File: src/design/assert_macros.svh
// Assertion macros shared by the RTL of the table interpolator.
// No dependencies; included by files that carry concurrent assertions.
`ifndef ASSERT_MACROS_SVH
`define ASSERT_MACROS_SVH
`ifndef SYNTHESIS
// implication in the same cycle
`define ASSERT_IMPL(label, clk, rst_n, a, c) \
  label: assert property (@(posedge clk) disable iff (!rst_n) (a) |-> (c)) \
    else $error("implication check failed");
// implication in the next cycle
`define ASSERT_NEXT(label, clk, rst_n, a, c) \
  label: assert property (@(posedge clk) disable iff (!rst_n) (a) |=> (c)) \
    else $error("next-cycle check failed");
`else
`define ASSERT_IMPL(label, clk, rst_n, a, c)
`define ASSERT_NEXT(label, clk, rst_n, a, c)
`endif
`endif

File: src/design/plt_pkg.sv
// Types and codes for the piecewise-linear table interpolator.
// No dependencies.
package plt_pkg;

  typedef enum logic {
    OP_WRITE = 1'b0,
    OP_QUERY = 1'b1
  } plt_op_t;

  typedef enum logic [1:0] {
    ST_OK    = 2'd0,
    ST_EMPTY = 2'd1,
    ST_EQUAL = 2'd2,
    ST_SAT   = 2'd3
  } plt_status_t;

  typedef enum logic {
    UOP_MUL = 1'b0,
    UOP_DIV = 1'b1
  } plt_uop_t;

  typedef struct packed {
    logic     start;
    plt_uop_t op;
  } plt_ucmd_t;

  typedef struct packed {
    logic busy;
    logic done;
  } plt_ustat_t;

  typedef enum logic [3:0] {
    S_IDLE,
    S_RD0,
    S_RD_LAST,
    S_CHK,
    S_SRCH_ADDR,
    S_SRCH_CMP,
    S_SEG_I,
    S_SEG_J,
    S_SEG_CAP,
    S_DIFF,
    S_MUL_GO,
    S_MUL,
    S_DIV_GO,
    S_DIV,
    S_ROUND,
    S_FIN
  } plt_state_t;

  localparam logic signed [31:0] VAL_MAX = 32'sh7FFF_FFFF;
  localparam logic signed [31:0] VAL_MIN = 32'sh8000_0000;

endpackage

File: src/design/plt_muldiv.sv
// Shared serial multiply / restoring divide unit built round one 33-bit adder.
// Depends on plt_pkg. Multiply: 32 steps; divide of the product: 64 steps.
module plt_muldiv (
  input  logic               clk,
  input  logic               rst_n,
  input  plt_pkg::plt_ucmd_t cmd,
  input  logic [31:0]        opa,
  input  logic [31:0]        opb,
  output plt_pkg::plt_ustat_t stat,
  output logic [63:0]        quo,
  output logic [31:0]        rem
);
  import plt_pkg::*;

  logic [32:0] acc_r, acc_nxt;
  logic [63:0] sh_r, sh_nxt;
  logic [5:0]  cnt_r, cnt_nxt;
  logic        busy_r, busy_nxt;
  logic        done_r, done_nxt;
  plt_uop_t    op_r, op_nxt;
  logic [32:0] add_x, add_y;
  logic        cin;
  logic [33:0] sum;
  logic [32:0] div_t;

  // one shared adder: add for multiply, subtract for divide
  always_comb begin
    div_t = {acc_r[31:0], sh_r[63]};
    if (op_r == UOP_DIV) begin
      add_x = div_t;
      add_y = ~{1'b0, opa};
      cin   = 1'b1;
    end else begin
      add_x = acc_r;
      add_y = sh_r[0] ? {1'b0, opa} : 33'd0;
      cin   = 1'b0;
    end
    sum = {1'b0, add_x} + {1'b0, add_y} + {33'd0, cin};
  end

  // step control
  always_comb begin
    acc_nxt  = acc_r;
    sh_nxt   = sh_r;
    cnt_nxt  = cnt_r;
    busy_nxt = busy_r;
    op_nxt   = op_r;
    done_nxt = 1'b0;
    if (cmd.start) begin
      busy_nxt = 1'b1;
      op_nxt   = cmd.op;
      if (cmd.op == UOP_MUL) begin
        acc_nxt = 33'd0;
        sh_nxt  = {32'd0, opb};
        cnt_nxt = 6'd31;
      end else begin
        acc_nxt = 33'd0;
        sh_nxt  = {acc_r[31:0], sh_r[31:0]};
        cnt_nxt = 6'd63;
      end
    end else if (busy_r) begin
      if (op_r == UOP_MUL) begin
        acc_nxt = {1'b0, sum[32:1]};
        sh_nxt  = {32'd0, sum[0], sh_r[31:1]};
      end else begin
        acc_nxt = sum[33] ? sum[32:0] : div_t;
        sh_nxt  = {sh_r[62:0], sum[33]};
      end
      cnt_nxt = cnt_r - 6'd1;
      if (cnt_r == 6'd0) begin
        busy_nxt = 1'b0;
        done_nxt = 1'b1;
      end
    end
  end

  always_ff @(posedge clk) begin
    if (!rst_n) begin
      busy_r <= 1'b0;
      done_r <= 1'b0;
      op_r   <= UOP_MUL;
      cnt_r  <= 6'd0;
    end else begin
      busy_r <= busy_nxt;
      done_r <= done_nxt;
      op_r   <= op_nxt;
      cnt_r  <= cnt_nxt;
    end
  end

  always_ff @(posedge clk) begin
    acc_r <= acc_nxt;
    sh_r  <= sh_nxt;
  end

  assign stat.busy = busy_r;
  assign stat.done = done_r;
  assign quo       = sh_r;
  assign rem       = acc_r[31:0];

endmodule

File: config.mk
export PLATFORM = sky130hd
export DESIGN_NAME = plt_muldiv
export DESIGN_NICKNAME = d
export VERILOG_FILES = /design/src/design/assert_macros.svh /design/src/design/plt_pkg.sv /design/src/design/plt_muldiv.sv
export SDC_FILE = /design/constraint.sdc
export NUM_CORES = 1
export LEC_CHECK = 0
export BUFFER_PORTS_ARGS = -buffer_cell sky130_fd_sc_hd__buf_2
export CAP_MARGIN = 15
export CORE_ASPECT_RATIO = 1.1
export CORE_MARGIN = 1
export CORE_UTILIZATION = 60
export CTS_BUF_LIST = sky130_fd_sc_hd__clkbuf_2 sky130_fd_sc_hd__clkbuf_4 sky130_fd_sc_hd__clkbuf_8
export DETAILED_ROUTE_END_ITERATION = 16
export GPL_TIMING_DRIVEN = 1
export PLACE_DENSITY = 0.95
export SLEW_MARGIN = 15
export SYNTH_ARGS = -nofsm -noshare
export SYNTH_HDL_FRONTEND = slang
export SYNTH_SLANG_ARGS = --single-unit
File: constraint.sdc
create_clock -name clk -period 6.26 [get_ports clk]
set_clock_uncertainty 0.1 [all_clocks]
set_input_delay 0.313 -clock clk [delete_from_list [all_inputs] [get_ports clk]]
set_output_delay 0.313 -clock clk [all_outputs]
set_load 0.03 [all_outputs]
# After elaboration in Yosys (flattened, before gate mapping)
# Index checks and enable logic that the tools add are counted.
# W data, S select, Z words.
[totals]
elab_cells = 35
input_bits = 68
regBits = 106
[op_classes]
bitwise = 3
eq_ne = 1
n_addsub = 3
n_mux = 17
reduce_logical = 4
[op_table]
columns = ["cell", "n"]
rows = [
  ["$mux W64", 4],
  ["$mux W33", 4],
  ["$add A33 B33 Y34", 1],
  ["$add A34 B1 Y34", 1],
  ["$not A32 Y33", 1],
  ["$mux W32", 1],
  ["$mux W6", 3],
  ["$logic_not A6 Y1", 1],
  ["$sub A6 B1 Y6 const B", 1],
  ["$mux W1", 5],
  ["$reduce_or A3 Y1", 1],
  ["$ne A2 B2 Y1 const B", 1],
  ["$not A1 Y1", 2],
  ["$reduce_and A2 Y1", 1],
  ["$reduce_bool A2 Y1", 1],
]

# Longest topological paths before layout
[logic_depth]
depth_word = 7
ltp_mapped = 18

# Worst setup path before layout
# Ideal clock, no wire load.
[synth_timing]
path_kind = "reg-to-reg"
start = "register op_r"
end = "register acc_r[31]"
required_ns = 6.041
path_slack_ns = 2.247
path_buffers = 2
arrival_time_ns = 3.794
stages_incl_launch_ff = 17
cell_sequence = "dfxtp_1 -> clkbuf_1 -> clkinv_1 -> clkbuf_1 -> mux2_2 -> fa_1 -> fa_1 -> nand2b_1 -> a21o_1 -> a31oi_1 -> o21ai_0 -> a21oi_1 -> o41ai_2 -> o31ai_1 -> a21oi_1 -> xnor2_1 -> o221a_1"
[synth_between]
elab_chain_cells = 5
elab_cells_between_ends = 7
cone_classes = "add/sub (2); mux (5)"
[synth_rtl]
columns = ["element", "line", "text"]
rows = [
  ["from (decl)", "plt_muldiv.sv:20", "plt_uop_t op_r, op_nxt;"],
  ["from (signal assigned)", "plt_muldiv.sv:86", "op_r <= op_nxt;"],
  ["$mux W33", "plt_muldiv.sv:29", "if (op_r == UOP_DIV) begin"],
  ["$add A33 B33 Y34", "plt_muldiv.sv:38", "sum = {1'b0, add_x} + {1'b0, add_y} + {33'd0, cin};"],
  ["$add A34 B1 Y34", "plt_muldiv.sv:38", ""],
  ["$mux W33", "plt_muldiv.sv:66", "acc_nxt = sum[33] ? sum[32:0] : div_t;"],
  ["$mux W33 (*)", "plt_muldiv.sv:62", "if (op_r == UOP_MUL) begin"],
  ["to (signal assigned)", "plt_muldiv.sv:92", "acc_r <= acc_nxt;"],
  ["to (decl)", "plt_muldiv.sv:15", "logic [32:0] acc_r, acc_nxt;"],
]
# Every way passes the cells marked *; elsewhere a longest branch is shown, timed or not.
# A chain may end at the register's enable or synchronous reset.

# Final worst setup path
[layout_timing]
start = "register op_r"
end = "register acc_r[27]"
# Same word-level chain as after synthesis.

==> results.md <==
- Status: completed
- Initial drt markers: about 730
- Power per cell area: 230 nW/µm²
- CP max FO: 86
- Worst-path cell chain: clkinv_1, buf_4, o21ai_0, ha_1, a21oi_1, o21ai_0, a2111o_1, a21oi_1, o211a_4, o21a_2, nand2_1, and3_1, a211o_1, a21oi_2
- Post-DP HPWL: 15300 µm
- Post-synthesis net count: approximately 960
- TritonCTS Buffers: 9
- Hold_buf cts: 0
- Top cells by area, synth: edfxtp_1, dfxtp_1, o21ai_0, nand2_1, ha_1
- MaxCap Viol Count: 0
- PostCTS Resize Cnt: 0
- # nets final: between 1000 and 1500
- Synthesized cell area: about 7600 µm²
- Top delay family on crit path: compound AO/OA/AOI/OAI gates
- Initial Utilization: 62.6%
- Crit path DAT: 5.32 ns
- Post-layout min period: between 5 and 6 ns
- Setup TNS: 0 ns
- First-pass GRT wire length: roughly 32000 µm
- Die footprint: about 13000 µm²
- H-tree depth: 3
- Minimum hold slack: roughly 0.12 ns
- Pre-CTS WS: between 1 and 1.5 ns
- Slowest stage cell, crit path: dfxtp_4
- Worst Path Required: about 6.5 ns
- Worst hold path class: in2reg
- Clk sinks: roughly 110
- Top FF cell, synth: edfxtp_1
- I/O Buffers: approximately 170
- Setup CP Type: reg2reg
- Total Routing Usage GR: about a third
- Number of flops mapped to enable cells by yosys: 64
- GPL Wtd Cong: between 0.9 and 1
- IO Pins: approximately 170
- CTS tree: yes
- RSZ-0062 raised after global routing: false
- Nature of the critical path startpoint: flop
- Max Fclk: between 0.15 and 0.2 GHz
- CP bufs+invs: 2
- Critical Path Sink Type: flop
- Vias per cell: roughly 6.4
- Min-delay src: opb[4]
- Register area share after synthesis: 36.2%
- Total congestion overflow: 0
- Wire per inst: about 19 µm
- Row cnt: 42
- Drt drc: 0
- Final hold viol count: 0
- Antenna cells: 0
- Initial antenna violation count: 0
- Post-CTS setup buffer count: 0
- Rel. slew slack: between 40% and 50%
- Mapped Cells: 860
- Share of post-route cells with drive strength above 1: about 24%
- Setup ws final: around 1.1 ns
- Final Max Slew Viols: 0
- Die Width: 110 µm
- Clock Path Buffers: 2
- Area delta synth->final: 10.4%
- Distinct cells, synth: 60
- Die H: approximately 120 µm
- Area leader, netlist: edfxtp_1
- Crit path launch: op_r
- Clock latency on the worst-skew pair: 0.38 ns
- # setup viols final: 0
- Ys async rst share: 0%
- Commonest cells post-synth: nand2_1, o21ai_0, edfxtp_1
- Routed Antenna Nets: 0
- Most numerous cell in the Yosys netlist: nand2_1
- Core area: 12200 µm²
- Yosys top cell area share: around a quarter
- Final cycle utilization of the critical path: 81.8%
- Mean area per synthesized cell: 8.87 µm²
- Syn. warnings: 0
- Critical R2R Launch: op_r
- Largest net degree at the start of global routing: between 80 and 90
- Routed WL: just over 20000 µm
- Pre-antenna DRT Iters: 5
- Largest stage delay, worst path: between 0.9 and 1 ns
- CTS clk-pin slew, worst paths: around 0.10 ns
- FF+latch count, synth: roughly 110
- Vias in the first global route: 6276
- Root Buffer: clkbuf_8
- Worst Max-Slew Pin Slew: 0.892 ns
- Leakage: 3.53 nW
- Via count: 7093
- Worst-case vdd ir drop: 0.148 mV
layout by cell type, fill, tap and decap left out, drive strengths merged, types with 8 or more instances in the layout:
| master | n |
|---|---|
| mux2 | 28 |
| o211ai | 14 |
| xnor2 | 25 |
| nor2 | 37 |
| and3 | 10 |
| o21ai | 102 |
| a21oi | 61 |
| ha | 33 |
| nand2b | 16 |
| edfxtp | 64 |
| xor2 | 10 |
| buf | 174 |
| a21o | 8 |
| mux2i | 35 |
| inv | 13 |
| dfxtp | 42 |
| a22o | 43 |
| nor3 | 16 |
| o21a | 8 |
| nand3 | 10 |
| a31oi | 12 |
| nand2 | 120 |
| clkbuf | 11 |
power breakdown:
part / switching [mW] / leakage, nW / total (mW) / internal [mW]
Combinational: 0.423 / 2.43 / 0.651 / 0.228
Clock: 0.234 / 0.0950 / 0.397 / 0.163
Sequential: 0.0768 / 1.01 / 0.890 / 0.813
final timing paths:
check                                 end  slack (ns)  cells past startpoint
worst max-delay path            acc_r[27]        1.14                     14
worst min-delay path               quo[4]        0.12                      3
worst min register to register  acc_r[32]        0.40                      2
worst max register to register  acc_r[27]        1.14                     14
registers in the layout, indices dropped and copies added, names as in the netlist:
signal and flops:
busy_r 1, quo 64, acc_r 33, op_r 1, cnt_r 6, done_r 1
metrics by stage:
stage	cells	util (%)	cell area [µm²]	power, mW
2_1_floorplan	860	-	7630	1.38
3_3_place_gp	1100	67.6	8240	1.52
3_5_place_dp	1100	67.6	8240	1.54
4_1_cts	1116	69.1	8420	1.93
5_1_grt	1116	69.1	8430	2.03
6_report	1116	69.1	8430	1.94
cell type report:
type	instances	area (µm²)
Clock buffer	11	145
Clock inverter	5	37.5
Fill cell	943	3770
Inverter	14	52.6
Multi-Input combinational cell	652	4340
Sequential cell	106	2770
Tap cell	154	193
Timing Repair Buffer	174	893
logic make-up (layout without fill, tap and decap cells):
logic type,after synthesis,in the layout,share of synthesized area (%)
AO/OA/AOI/OAI,285,285,24.2
AND/OR/NAND/NOR,234,234,13.8
flip-flops,106,106,36.2
buffers and inverters,102,204,7.13
multiplexers,63,63,8.72
adder cells (fa/ha/maj),35,35,5.94
XOR/XNOR,35,35,4.02
layer usage:
layer / GRT usage (%) / routed length [µm] / vias up
li1: - / - / 3326
met1: 42.4 / 8600 / 3324
met2: 50.4 / 9710 / 405
met3: 4.58 / 1940 / 38
met4: 12.3 / 532 / 0
met5: 0 / 0 / -
tightest hold or removal path, delay by kind of cell:
family | cells | cell delay (ns)
buf+inv | 1 | 0.08
compound gates | 1 | 0.05
simple gates | 1 | 0.03
No activity file was read; power rests on OpenSTA's default activity.
